--- config.mk ---
export PLATFORM = sky130hd
export DESIGN_NAME = scancode_set1_to_ascii
export DESIGN_NICKNAME = d
export VERILOG_FILES = /design/src/rtl/core/scs1_pkg.sv /design/src/rtl/core/scs1_translate.sv /design/src/rtl/core/scancode_set1_to_ascii.sv
export SDC_FILE = /design/constraint.sdc
export NUM_CORES = 1
export LEC_CHECK = 0
export BUFFER_PORTS_ARGS = -buffer_cell sky130_fd_sc_hd__buf_2
export CELL_PAD_IN_SITES_DETAIL_PLACEMENT = 0
export CELL_PAD_IN_SITES_GLOBAL_PLACEMENT = 2
export CORE_AREA = 2 2 103 105
export DETAILED_ROUTE_END_ITERATION = 6
export DIE_AREA = 0 0 105 107
export PLACE_DENSITY = 0.79
export SLEW_MARGIN = 20
export SYNTH_ARGS = -nofsm -noshare
export SYNTH_HDL_FRONTEND = slang
export SYNTH_HIERARCHICAL = 1
export SYNTH_SLANG_ARGS = --single-unit
--- constraint.sdc ---
create_clock -name clk -period 8.2 [get_ports clk]
set_input_delay 1.23 -clock clk [delete_from_list [all_inputs] [get_ports clk]]
set_output_delay 1.23 -clock clk [all_outputs]
set_load 0.005 [all_outputs]
--- src/rtl/core/scs1_pkg.sv ---
`timescale 1ns / 1ps
// Shared types, scancode constants and the US layout ROM tables for the
// set-1 scancode translator. No dependencies.

package scs1_pkg;

    // Scancodes with a meaning of their own
    localparam logic [7:0] CODE_LSHIFT     = 8'h2A;
    localparam logic [7:0] CODE_RSHIFT     = 8'h36;
    localparam logic [7:0] CODE_LSHIFT_UP  = 8'hAA;
    localparam logic [7:0] CODE_RSHIFT_UP  = 8'hB6;
    localparam logic [7:0] CODE_CTRL       = 8'h1D;
    localparam logic [7:0] CODE_CTRL_UP    = 8'h9D;
    localparam logic [7:0] CODE_CAPS       = 8'h3A;
    localparam logic [7:0] CODE_BREAK_BIT  = 8'h80;
    localparam logic [7:0] CODE_KEY_C      = 8'h2E;
    localparam logic [7:0] CODE_KEY_BSLASH = 8'h2B;

    // Number of codes covered by the ROM tables
    localparam int unsigned KEY_COUNT = 58;

    localparam int unsigned PID_W  = 16;
    localparam int unsigned CHAR_W = 7;

    localparam logic [CHAR_W-1:0] CHAR_LOWER_A = 7'h61;
    localparam logic [CHAR_W-1:0] CHAR_LOWER_Z = 7'h7A;

    typedef enum logic [1:0]
    {
        KIND_CHAR = 2'd0,
        KIND_INTR = 2'd1,
        KIND_QUIT = 2'd2
    } kind_t;

    // Modifier flags carried from item to item
    typedef struct packed
    {
        logic shift_held;
        logic ctrl_held;
        logic caps_on;
    } mod_flags_t;

    // One translated item, hit low when the code gives no result
    typedef struct packed
    {
        logic              hit;
        kind_t             kind;
        logic [CHAR_W-1:0] char_code;
        logic [PID_W-1:0]  target_pid;
    } xlat_result_t;

    // Unshifted US layout
    function automatic logic [CHAR_W-1:0] rom_plain(input logic [5:0] idx);
        logic [CHAR_W-1:0] c;
        begin
            case (idx)
                6'd1:    c = 7'h1B; // escape
                6'd2:    c = 7'h31;
                6'd3:    c = 7'h32;
                6'd4:    c = 7'h33;
                6'd5:    c = 7'h34;
                6'd6:    c = 7'h35;
                6'd7:    c = 7'h36;
                6'd8:    c = 7'h37;
                6'd9:    c = 7'h38;
                6'd10:   c = 7'h39;
                6'd11:   c = 7'h30;
                6'd12:   c = 7'h2D;
                6'd13:   c = 7'h3D;
                6'd14:   c = 7'h08; // backspace
                6'd15:   c = 7'h09; // tab
                6'd16:   c = 7'h71;
                6'd17:   c = 7'h77;
                6'd18:   c = 7'h65;
                6'd19:   c = 7'h72;
                6'd20:   c = 7'h74;
                6'd21:   c = 7'h79;
                6'd22:   c = 7'h75;
                6'd23:   c = 7'h69;
                6'd24:   c = 7'h6F;
                6'd25:   c = 7'h70;
                6'd26:   c = 7'h5B;
                6'd27:   c = 7'h5D;
                6'd28:   c = 7'h0A; // enter
                6'd30:   c = 7'h61;
                6'd31:   c = 7'h73;
                6'd32:   c = 7'h64;
                6'd33:   c = 7'h66;
                6'd34:   c = 7'h67;
                6'd35:   c = 7'h68;
                6'd36:   c = 7'h6A;
                6'd37:   c = 7'h6B;
                6'd38:   c = 7'h6C;
                6'd39:   c = 7'h3B;
                6'd40:   c = 7'h27;
                6'd41:   c = 7'h60;
                6'd43:   c = 7'h5C;
                6'd44:   c = 7'h7A;
                6'd45:   c = 7'h78;
                6'd46:   c = 7'h63;
                6'd47:   c = 7'h76;
                6'd48:   c = 7'h62;
                6'd49:   c = 7'h6E;
                6'd50:   c = 7'h6D;
                6'd51:   c = 7'h2C;
                6'd52:   c = 7'h2E;
                6'd53:   c = 7'h2F;
                6'd55:   c = 7'h2A;
                6'd57:   c = 7'h20;
                default: c = 7'h00;
            endcase
            return c;
        end
    endfunction

    // Shifted US layout
    function automatic logic [CHAR_W-1:0] rom_shift(input logic [5:0] idx);
        logic [CHAR_W-1:0] c;
        begin
            case (idx)
                6'd1:    c = 7'h1B;
                6'd2:    c = 7'h21;
                6'd3:    c = 7'h40;
                6'd4:    c = 7'h23;
                6'd5:    c = 7'h24;
                6'd6:    c = 7'h25;
                6'd7:    c = 7'h5E;
                6'd8:    c = 7'h26;
                6'd9:    c = 7'h2A;
                6'd10:   c = 7'h28;
                6'd11:   c = 7'h29;
                6'd12:   c = 7'h5F;
                6'd13:   c = 7'h2B;
                6'd14:   c = 7'h08;
                6'd15:   c = 7'h09;
                6'd16:   c = 7'h51;
                6'd17:   c = 7'h57;
                6'd18:   c = 7'h45;
                6'd19:   c = 7'h52;
                6'd20:   c = 7'h54;
                6'd21:   c = 7'h59;
                6'd22:   c = 7'h55;
                6'd23:   c = 7'h49;
                6'd24:   c = 7'h4F;
                6'd25:   c = 7'h50;
                6'd26:   c = 7'h7B;
                6'd27:   c = 7'h7D;
                6'd28:   c = 7'h0A;
                6'd30:   c = 7'h41;
                6'd31:   c = 7'h53;
                6'd32:   c = 7'h44;
                6'd33:   c = 7'h46;
                6'd34:   c = 7'h47;
                6'd35:   c = 7'h48;
                6'd36:   c = 7'h4A;
                6'd37:   c = 7'h4B;
                6'd38:   c = 7'h4C;
                6'd39:   c = 7'h3A;
                6'd40:   c = 7'h22;
                6'd41:   c = 7'h7E;
                6'd43:   c = 7'h7C;
                6'd44:   c = 7'h5A;
                6'd45:   c = 7'h58;
                6'd46:   c = 7'h43;
                6'd47:   c = 7'h56;
                6'd48:   c = 7'h42;
                6'd49:   c = 7'h4E;
                6'd50:   c = 7'h4D;
                6'd51:   c = 7'h3C;
                6'd52:   c = 7'h3E;
                6'd53:   c = 7'h3F;
                6'd55:   c = 7'h2A;
                6'd57:   c = 7'h20;
                default: c = 7'h00;
            endcase
            return c;
        end
    endfunction

endpackage

--- src/rtl/core/scs1_translate.sv ---
`timescale 1ns / 1ps
// Combinational translation of one scancode: modifier update, ctrl signal
// detection and ROM lookup. Depends on scs1_pkg.

module scs1_translate
(
    input  logic [7:0]                      code,
    input  scs1_pkg::mod_flags_t            flags,
    input  logic [scs1_pkg::PID_W-1:0]      pid,
    output scs1_pkg::mod_flags_t            flags_next,
    output scs1_pkg::xlat_result_t          res
);

    logic [5:0]                        key_idx;
    logic                              in_rom;
    logic [scs1_pkg::CHAR_W-1:0]       plain_c;
    logic [scs1_pkg::CHAR_W-1:0]       shift_c;
    logic                              is_letter;
    logic                              use_shift;
    logic                              sig_ok;

    // Look up both tables, pick by shift and caps
    assign key_idx   = code[5:0];
    assign in_rom    = (code < 8'(scs1_pkg::KEY_COUNT));
    assign plain_c   = scs1_pkg::rom_plain(key_idx);
    assign shift_c   = scs1_pkg::rom_shift(key_idx);
    assign is_letter = (plain_c >= scs1_pkg::CHAR_LOWER_A)
                       && (plain_c <= scs1_pkg::CHAR_LOWER_Z);
    assign use_shift = is_letter ? (flags.shift_held ^ flags.caps_on) : flags.shift_held;
    assign sig_ok    = flags.ctrl_held && (pid != '0);

    // Decode modifiers, signals and characters
    always_comb
    begin
        flags_next     = flags;
        res.hit        = 1'b0;
        res.kind       = scs1_pkg::KIND_CHAR;
        res.char_code  = '0;
        res.target_pid = '0;
        case (code)
            scs1_pkg::CODE_LSHIFT, scs1_pkg::CODE_RSHIFT:
            begin
                flags_next.shift_held = 1'b1;
            end
            scs1_pkg::CODE_LSHIFT_UP, scs1_pkg::CODE_RSHIFT_UP:
            begin
                flags_next.shift_held = 1'b0;
            end
            scs1_pkg::CODE_CTRL:
            begin
                flags_next.ctrl_held = 1'b1;
            end
            scs1_pkg::CODE_CTRL_UP:
            begin
                flags_next.ctrl_held = 1'b0;
            end
            scs1_pkg::CODE_CAPS:
            begin
                flags_next.caps_on = ~flags.caps_on;
            end
            default:
            begin
                if ((code & scs1_pkg::CODE_BREAK_BIT) == '0)
                begin
                    if (sig_ok && (code == scs1_pkg::CODE_KEY_C))
                    begin
                        res.hit        = 1'b1;
                        res.kind       = scs1_pkg::KIND_INTR;
                        res.target_pid = pid;
                    end
                    else if (sig_ok && (code == scs1_pkg::CODE_KEY_BSLASH))
                    begin
                        res.hit        = 1'b1;
                        res.kind       = scs1_pkg::KIND_QUIT;
                        res.target_pid = pid;
                    end
                    else if (in_rom && (plain_c != '0))
                    begin
                        res.hit       = 1'b1;
                        res.char_code = use_shift ? shift_c : plain_c;
                    end
                end
            end
        endcase
    end

endmodule

--- src/rtl/core/scancode_set1_to_ascii.sv ---
`timescale 1ns / 1ps
// Top level of the set-1 scancode to ASCII translator: input register,
// modifier and process-id registers, result register. Depends on scs1_pkg
// and scs1_translate.

// Takes one PS/2 set-1 scancode byte per item and returns at most one
// result: an ASCII character (US layout) or, with ctrl held and a nonzero
// foreground_pid, an interrupt request for ctrl-C or a quit request for
// ctrl-backslash. Modifier make/break codes and other break codes yield no
// result. An item is held in the input register, where the table lookup
// and flag update happen, and then sits in the result register; a new
// item is taken every cycle while out_stall is low, so the throughput is
// one item per cycle. foreground_pid is written through cfg_valid/cfg_data
// (cfg_ready is always high) and must only change while no item is in
// flight.

module scancode_set1_to_ascii
(
    input  logic                            clk,
    input  logic                            rst_n,
    input  logic                            in_valid,
    output logic                            in_stall,
    input  logic [7:0]                      scancode,
    output logic                            out_valid,
    input  logic                            out_stall,
    output logic [1:0]                      result_kind,
    output logic [scs1_pkg::CHAR_W-1:0]     char_code,
    output logic [scs1_pkg::PID_W-1:0]      target_pid,
    input  logic                            cfg_valid,
    output logic                            cfg_ready,
    input  logic [scs1_pkg::PID_W-1:0]      cfg_data
);

    logic                              in_full_reg;
    logic                              in_full_next;
    logic [7:0]                        code_reg;
    scs1_pkg::mod_flags_t              flags_reg;
    scs1_pkg::mod_flags_t              flags_next;
    logic [scs1_pkg::PID_W-1:0]        pid_reg;
    logic                              out_valid_reg;
    logic                              out_valid_next;
    scs1_pkg::kind_t                   kind_reg;
    logic [scs1_pkg::CHAR_W-1:0]       char_reg;
    logic [scs1_pkg::PID_W-1:0]        tpid_reg;
    scs1_pkg::xlat_result_t            res;
    logic                              out_free;
    logic                              advance;
    logic                              in_take;

    // Translate the held item
    scs1_translate u_translate
    (
        .code       (code_reg),
        .flags      (flags_reg),
        .pid        (pid_reg),
        .flags_next (flags_next),
        .res        (res)
    );

    // Handshake: advance when the result register is free or draining
    assign out_free  = ~out_valid_reg | ~out_stall;
    assign advance   = in_full_reg & out_free;
    assign in_stall  = in_full_reg & ~out_free;
    assign in_take   = in_valid & ~in_stall;
    assign cfg_ready = 1'b1;

    assign in_full_next   = in_take | (in_full_reg & ~advance);
    assign out_valid_next = out_free ? (advance & res.hit) : out_valid_reg;

    // Hold control state and modifier flags
    always_ff @(posedge clk or negedge rst_n)
    begin
        if (!rst_n)
        begin
            in_full_reg   <= 1'b0;
            out_valid_reg <= 1'b0;
            flags_reg     <= '0;
            pid_reg       <= '0;
        end
        else
        begin
            in_full_reg   <= in_full_next;
            out_valid_reg <= out_valid_next;
            if (advance)
            begin
                flags_reg <= flags_next;
            end
            if (cfg_valid)
            begin
                pid_reg <= cfg_data;
            end
        end
    end

    // Capture the incoming item and the result payload
    always_ff @(posedge clk)
    begin
        if (in_take)
        begin
            code_reg <= scancode;
        end
        if (advance && res.hit)
        begin
            kind_reg <= res.kind;
            char_reg <= res.char_code;
            tpid_reg <= res.target_pid;
        end
    end

    assign out_valid   = out_valid_reg;
    assign result_kind = kind_reg;
    assign char_code   = char_reg;
    assign target_pid  = tpid_reg;

`ifndef NO_ASSERTIONS
    // Signal results carry no character and a live process id
    a_signal_fields: assert property (@(posedge clk) disable iff (!rst_n)
        (out_valid && (result_kind != scs1_pkg::KIND_CHAR))
        |-> ((char_code == '0) && (target_pid != '0)))
        else $error("signal result with bad payload");

    // Character results carry a character and no process id
    a_char_fields: assert property (@(posedge clk) disable iff (!rst_n)
        (out_valid && (result_kind == scs1_pkg::KIND_CHAR))
        |-> ((char_code != '0) && (target_pid == '0)))
        else $error("character result with bad payload");

    // Input stalls only behind a held item and a blocked result
    a_stall_cause: assert property (@(posedge clk) disable iff (!rst_n)
        in_stall |-> (in_full_reg && out_valid_reg && out_stall))
        else $error("input stalled without cause");

    // Flags move only when an item leaves the input register
    a_flags_hold: assert property (@(posedge clk) disable iff (!rst_n)
        !$past(advance) |-> $stable(flags_reg))
        else $error("modifier flags changed without an item");
`endif

endmodule

==> impl_metrics.yaml <==
status:
  status: "complete, no violations"
cells_and_area:
  antenna_cells: 0
  multiInputGateArea_um2: 2120
  drive_gt1_share_pct: 25.9
  nNetsFinal: 455
  instances_no_fill: 549
  register_area_um2: 1520
  area_growth_pct: 11.6
  fin_area_um2: 4270
  fillCellCount: 1049
drt:
  drt-initial-drc-count: 218
  routed_wl_um: 9930
  post-route-drc-count: 0
  firstDrtPassIters: 5
  wl_per_cell_um: 18.1
  ant_nets: 0
  vias_per_cell: 5.54
  dr_total_vias: 3044
timing:
  fin_crit_ps: 3960
  finalClockSkew_ps: 6.16
  worst_pin_slew_ps: 629
  hold_violations: 0
  fin_crit_sh_pct: 48.3
  setup_viol: 0
  fin_tns_setup_ps: 0
  clock.fmax_mhz: 253
  layout_setup_ws_ps: 4240
  slew_violations: 0
  slew_headroom_pct: 58.1
  rsz0062_at_grt: "no"
worst_setup_path:
  arrival_ps: 3940
  critPathKind: "flop to flop"
  path_max_fanout: 25
  r2r-end: "result_kind[0]$_DFFE_PP_"
  r2r_setup_slack_ps: 4240
  cp-startpoint: "code_reg[1]$_DFFE_PP_"
  crit_required_ps: 8180
  crit_path_end_kind: "flop"
  reg2reg_depth: 11
  cp-start-kind: "flop"
  rr_startpoint: "code_reg[1]$_DFFE_PP_"
logic_synthesis:
  ys_seq_elements: 54
  synth_mux_area_share_pct: 10.8
  synth_area_leader_cell: "edfxtp_1"
  synth_xor_area_share_pct: 0.687
  synth_top_family_by_area: "compound AO/OA/AOI/OAI gates"
  ys_warn_count: 6
  synth_top_area_share_pct: 25.9
  netlist_area_um2: 3820
  ys_top_cells_by_area: "edfxtp_1 26%, dfrtp_1 14%, ha_1 4.6%"
  synth_nets: 413
  synth-simple-area-share_pct: 19.0
  ys.flop_type: "edfxtp_1"
  synth_compound_area_share_pct: 20.2
  synth_cells: 370
  synth_fa_ha_area_share_pct: 4.58
  synth_edf_count: 33
  synth_cell_types: 76
  async_flop_share_pct: 38.9
  ys_seq_area_share_pct: 39.6
  syn_avg_cell_area_um2: 10.3
pwr:
  power_density_nw_per_um2: 159
  clock_power_share_pct: 25.8
  switching_share_pct: 30.0
  power_leakage_nw: 1.78
  ir_worst_vdd_uv: 79.7
  seq_power_share_pct: 48.5
  cellInternalPower_mw: 0.474
  comb_power_share_pct: 25.7
  p_sw_mw: 0.203
flow_run:
  maxCapViolCount: 0
floorplan:
  rows: 37
  die_h_um: 107
  ios: 57
  die_width_um: 105
  dieArea_um2: 11200
  start_util_pct: 37.9
  floorplan.core_area_um2: 10100
clock_network:
  post-cts-setup-buffers: 0
  cts.sinks: 54
  cts_buffers: 5
  clk_latency_ps: 300
  ctsLongestPathBuffers: 2
  cts_hold_buf: 0
  clk_pin_slew_worst_paths_ps: 90
  ctsResizeCount: 0
  cts.root.buffer_cell: "clkbuf_8"
  tritoncts: "yes"
  htree_num_levels: 2
worst_hold_path:
  hold_start: "pid_reg[5]$_DFFE_PN0P_"
  hold-path-endpoint: "pid_reg[5]$_DFFE_PN0P_"
  min_path_cells: 1
  hold_class: "flop to flop"
placement:
  gp_congestion: 0.864
  place_area_um2: 4160
  placed_cells: 541
  port_buffers: 55
  dp_slack_ps: 4300
  dp_hpwl_um: 7230
global_routing:
  use_met2_pct: 28.4
  grt_pass1_wl_um: 15600
  use_met1_pct: 25.8
  grt_usage_pct: 17.7
  met3_usage_pct: 2.01
  antenna_found_initial: 0
  busiest_layer: "met2"
  gr-total-overflow: 0
  grt_start_max_net_pins: 59
  grt_pass1_vias: 2870
critical path, cell delays in order, from the launching register on:
cell and delay [ps]:
edfxtp_1 730, inv_1 360, ha_1 570, nor2_1 90
a2111oi_1 450, a2111oi_2 130, a211oi_4 330, or3_4 210
o311a_4 250, nand2_1 90, a21oi_2 100, buf_4 310
cells in the mapped netlist, drive strengths merged, types with 2 or more instances:
| cell type | count |
|---|---|
| mux2i | 12 |
| dfrtp | 21 |
| a2111oi | 2 |
| nor2b | 6 |
| o21ai | 18 |
| a21o | 3 |
| ha | 14 |
| a221oi | 7 |
| nand4 | 3 |
| and3 | 6 |
| nor3 | 8 |
| nand3 | 12 |
| clkbuf | 7 |
| a211oi | 9 |
| a311oi | 3 |
| nor2 | 21 |
| nand2 | 24 |
| a21oi | 16 |
| xnor2 | 2 |
| a31oi | 5 |
| and4 | 3 |
| o311a | 6 |
| o21ba | 2 |
| or3 | 2 |
| o211a | 2 |
| or3b | 3 |
| a21boi | 2 |
| nor4 | 5 |
| o211ai | 4 |
| a31o | 2 |
| inv | 8 |
| nand2b | 12 |
| edfxtp | 33 |
| o21a | 8 |
| mux2 | 20 |
| and2 | 19 |
| buf | 19 |
| nor3b | 3 |
metal layers:
metal,wire [µm],share of wire [%],up-vias
met2,4660,47,73
met5,0,0,-
met4,111,1.1,0
li1,-,-,1484
met1,4810,48,1477
met3,346,3.5,10
cell type report:
class	count	area share, %
Inverter	8	0.704
Clock buffer	6	1.70
Sequential cell	54	35.5
Timing Repair Buffer	61	7.51
Multi-Input combinational cell	282	49.7
Tap cell	136	3.99
Clock inverter	2	0.880
placed cells by master, fill, tap and decap left out, drive strengths merged, types with 3 or more instances in the layout:
| cell | n |
|---|---|
| o211ai | 4 |
| and3 | 6 |
| o311a | 6 |
| mux2i | 12 |
| a21o | 3 |
| nand2b | 12 |
| o21ai | 18 |
| or3b | 3 |
| nor3 | 8 |
| a21oi | 16 |
| a31oi | 5 |
| nor4 | 5 |
| nor2b | 6 |
| ha | 14 |
| nand4 | 3 |
| nand2 | 24 |
| a311oi | 3 |
| buf | 61 |
| dfrtp | 21 |
| edfxtp | 33 |
| a221oi | 7 |
| clkbuf | 6 |
| o21a | 8 |
| nor3b | 3 |
| mux2 | 20 |
| nand3 | 12 |
| nor2 | 21 |
| and4 | 3 |
| a211oi | 9 |
| inv | 8 |
| and2 | 19 |
power groups by stage:
stage	Clock (mW)	Combinational [mW]	Sequential (mW)
3_3_place_gp	0	0.173	0.334
4_1_cts	0.181	0.173	0.328
5_1_grt	0.190	0.192	0.332
3_5_place_dp	0	0.172	0.334
2_1_floorplan	0	0.131	0.328
6_report	0.175	0.174	0.328
cells by family (layout without fill, tap and decap cells):
logic type	Yosys count	after routing
fa+ha+maj	14	14
xor+xnor	3	3
other cells	1	1
simple gates	132	132
buf+inv	34	77
compound gates	99	99
mux	33	33
flops	54	54
how the worst max path moves through the flow:
| stage | end | slack (ps) | depth (start not counted) |
|---|---|---|---|
| after floorplan | char_code[0]$_DFFE_PP_ | 3830 | 12 |
| after global placement | target_pid[10]$_DFFE_PP_ | 4360 | 11 |
| after detailed placement | target_pid[11]$_DFFE_PP_ | 4300 | 11 |
| after CTS | result_kind[0]$_DFFE_PP_ | 4280 | 11 |
| after global routing | target_pid[14]$_DFFE_PP_ | 3970 | 11 |
| final | result_kind[0]$_DFFE_PP_ | 4240 | 11 |
metrics by stage:
stage          hold WS [ps]  util [%]  total power [mW]
2_1_floorplan           478         -             0.459
3_3_place_gp            513      41.2             0.507
3_5_place_dp            515      41.2             0.506
4_1_cts                 538      42.3             0.683
5_1_grt                 566      42.3             0.715
6_report                531      42.3             0.677
(Power assumes the default switching activity.)
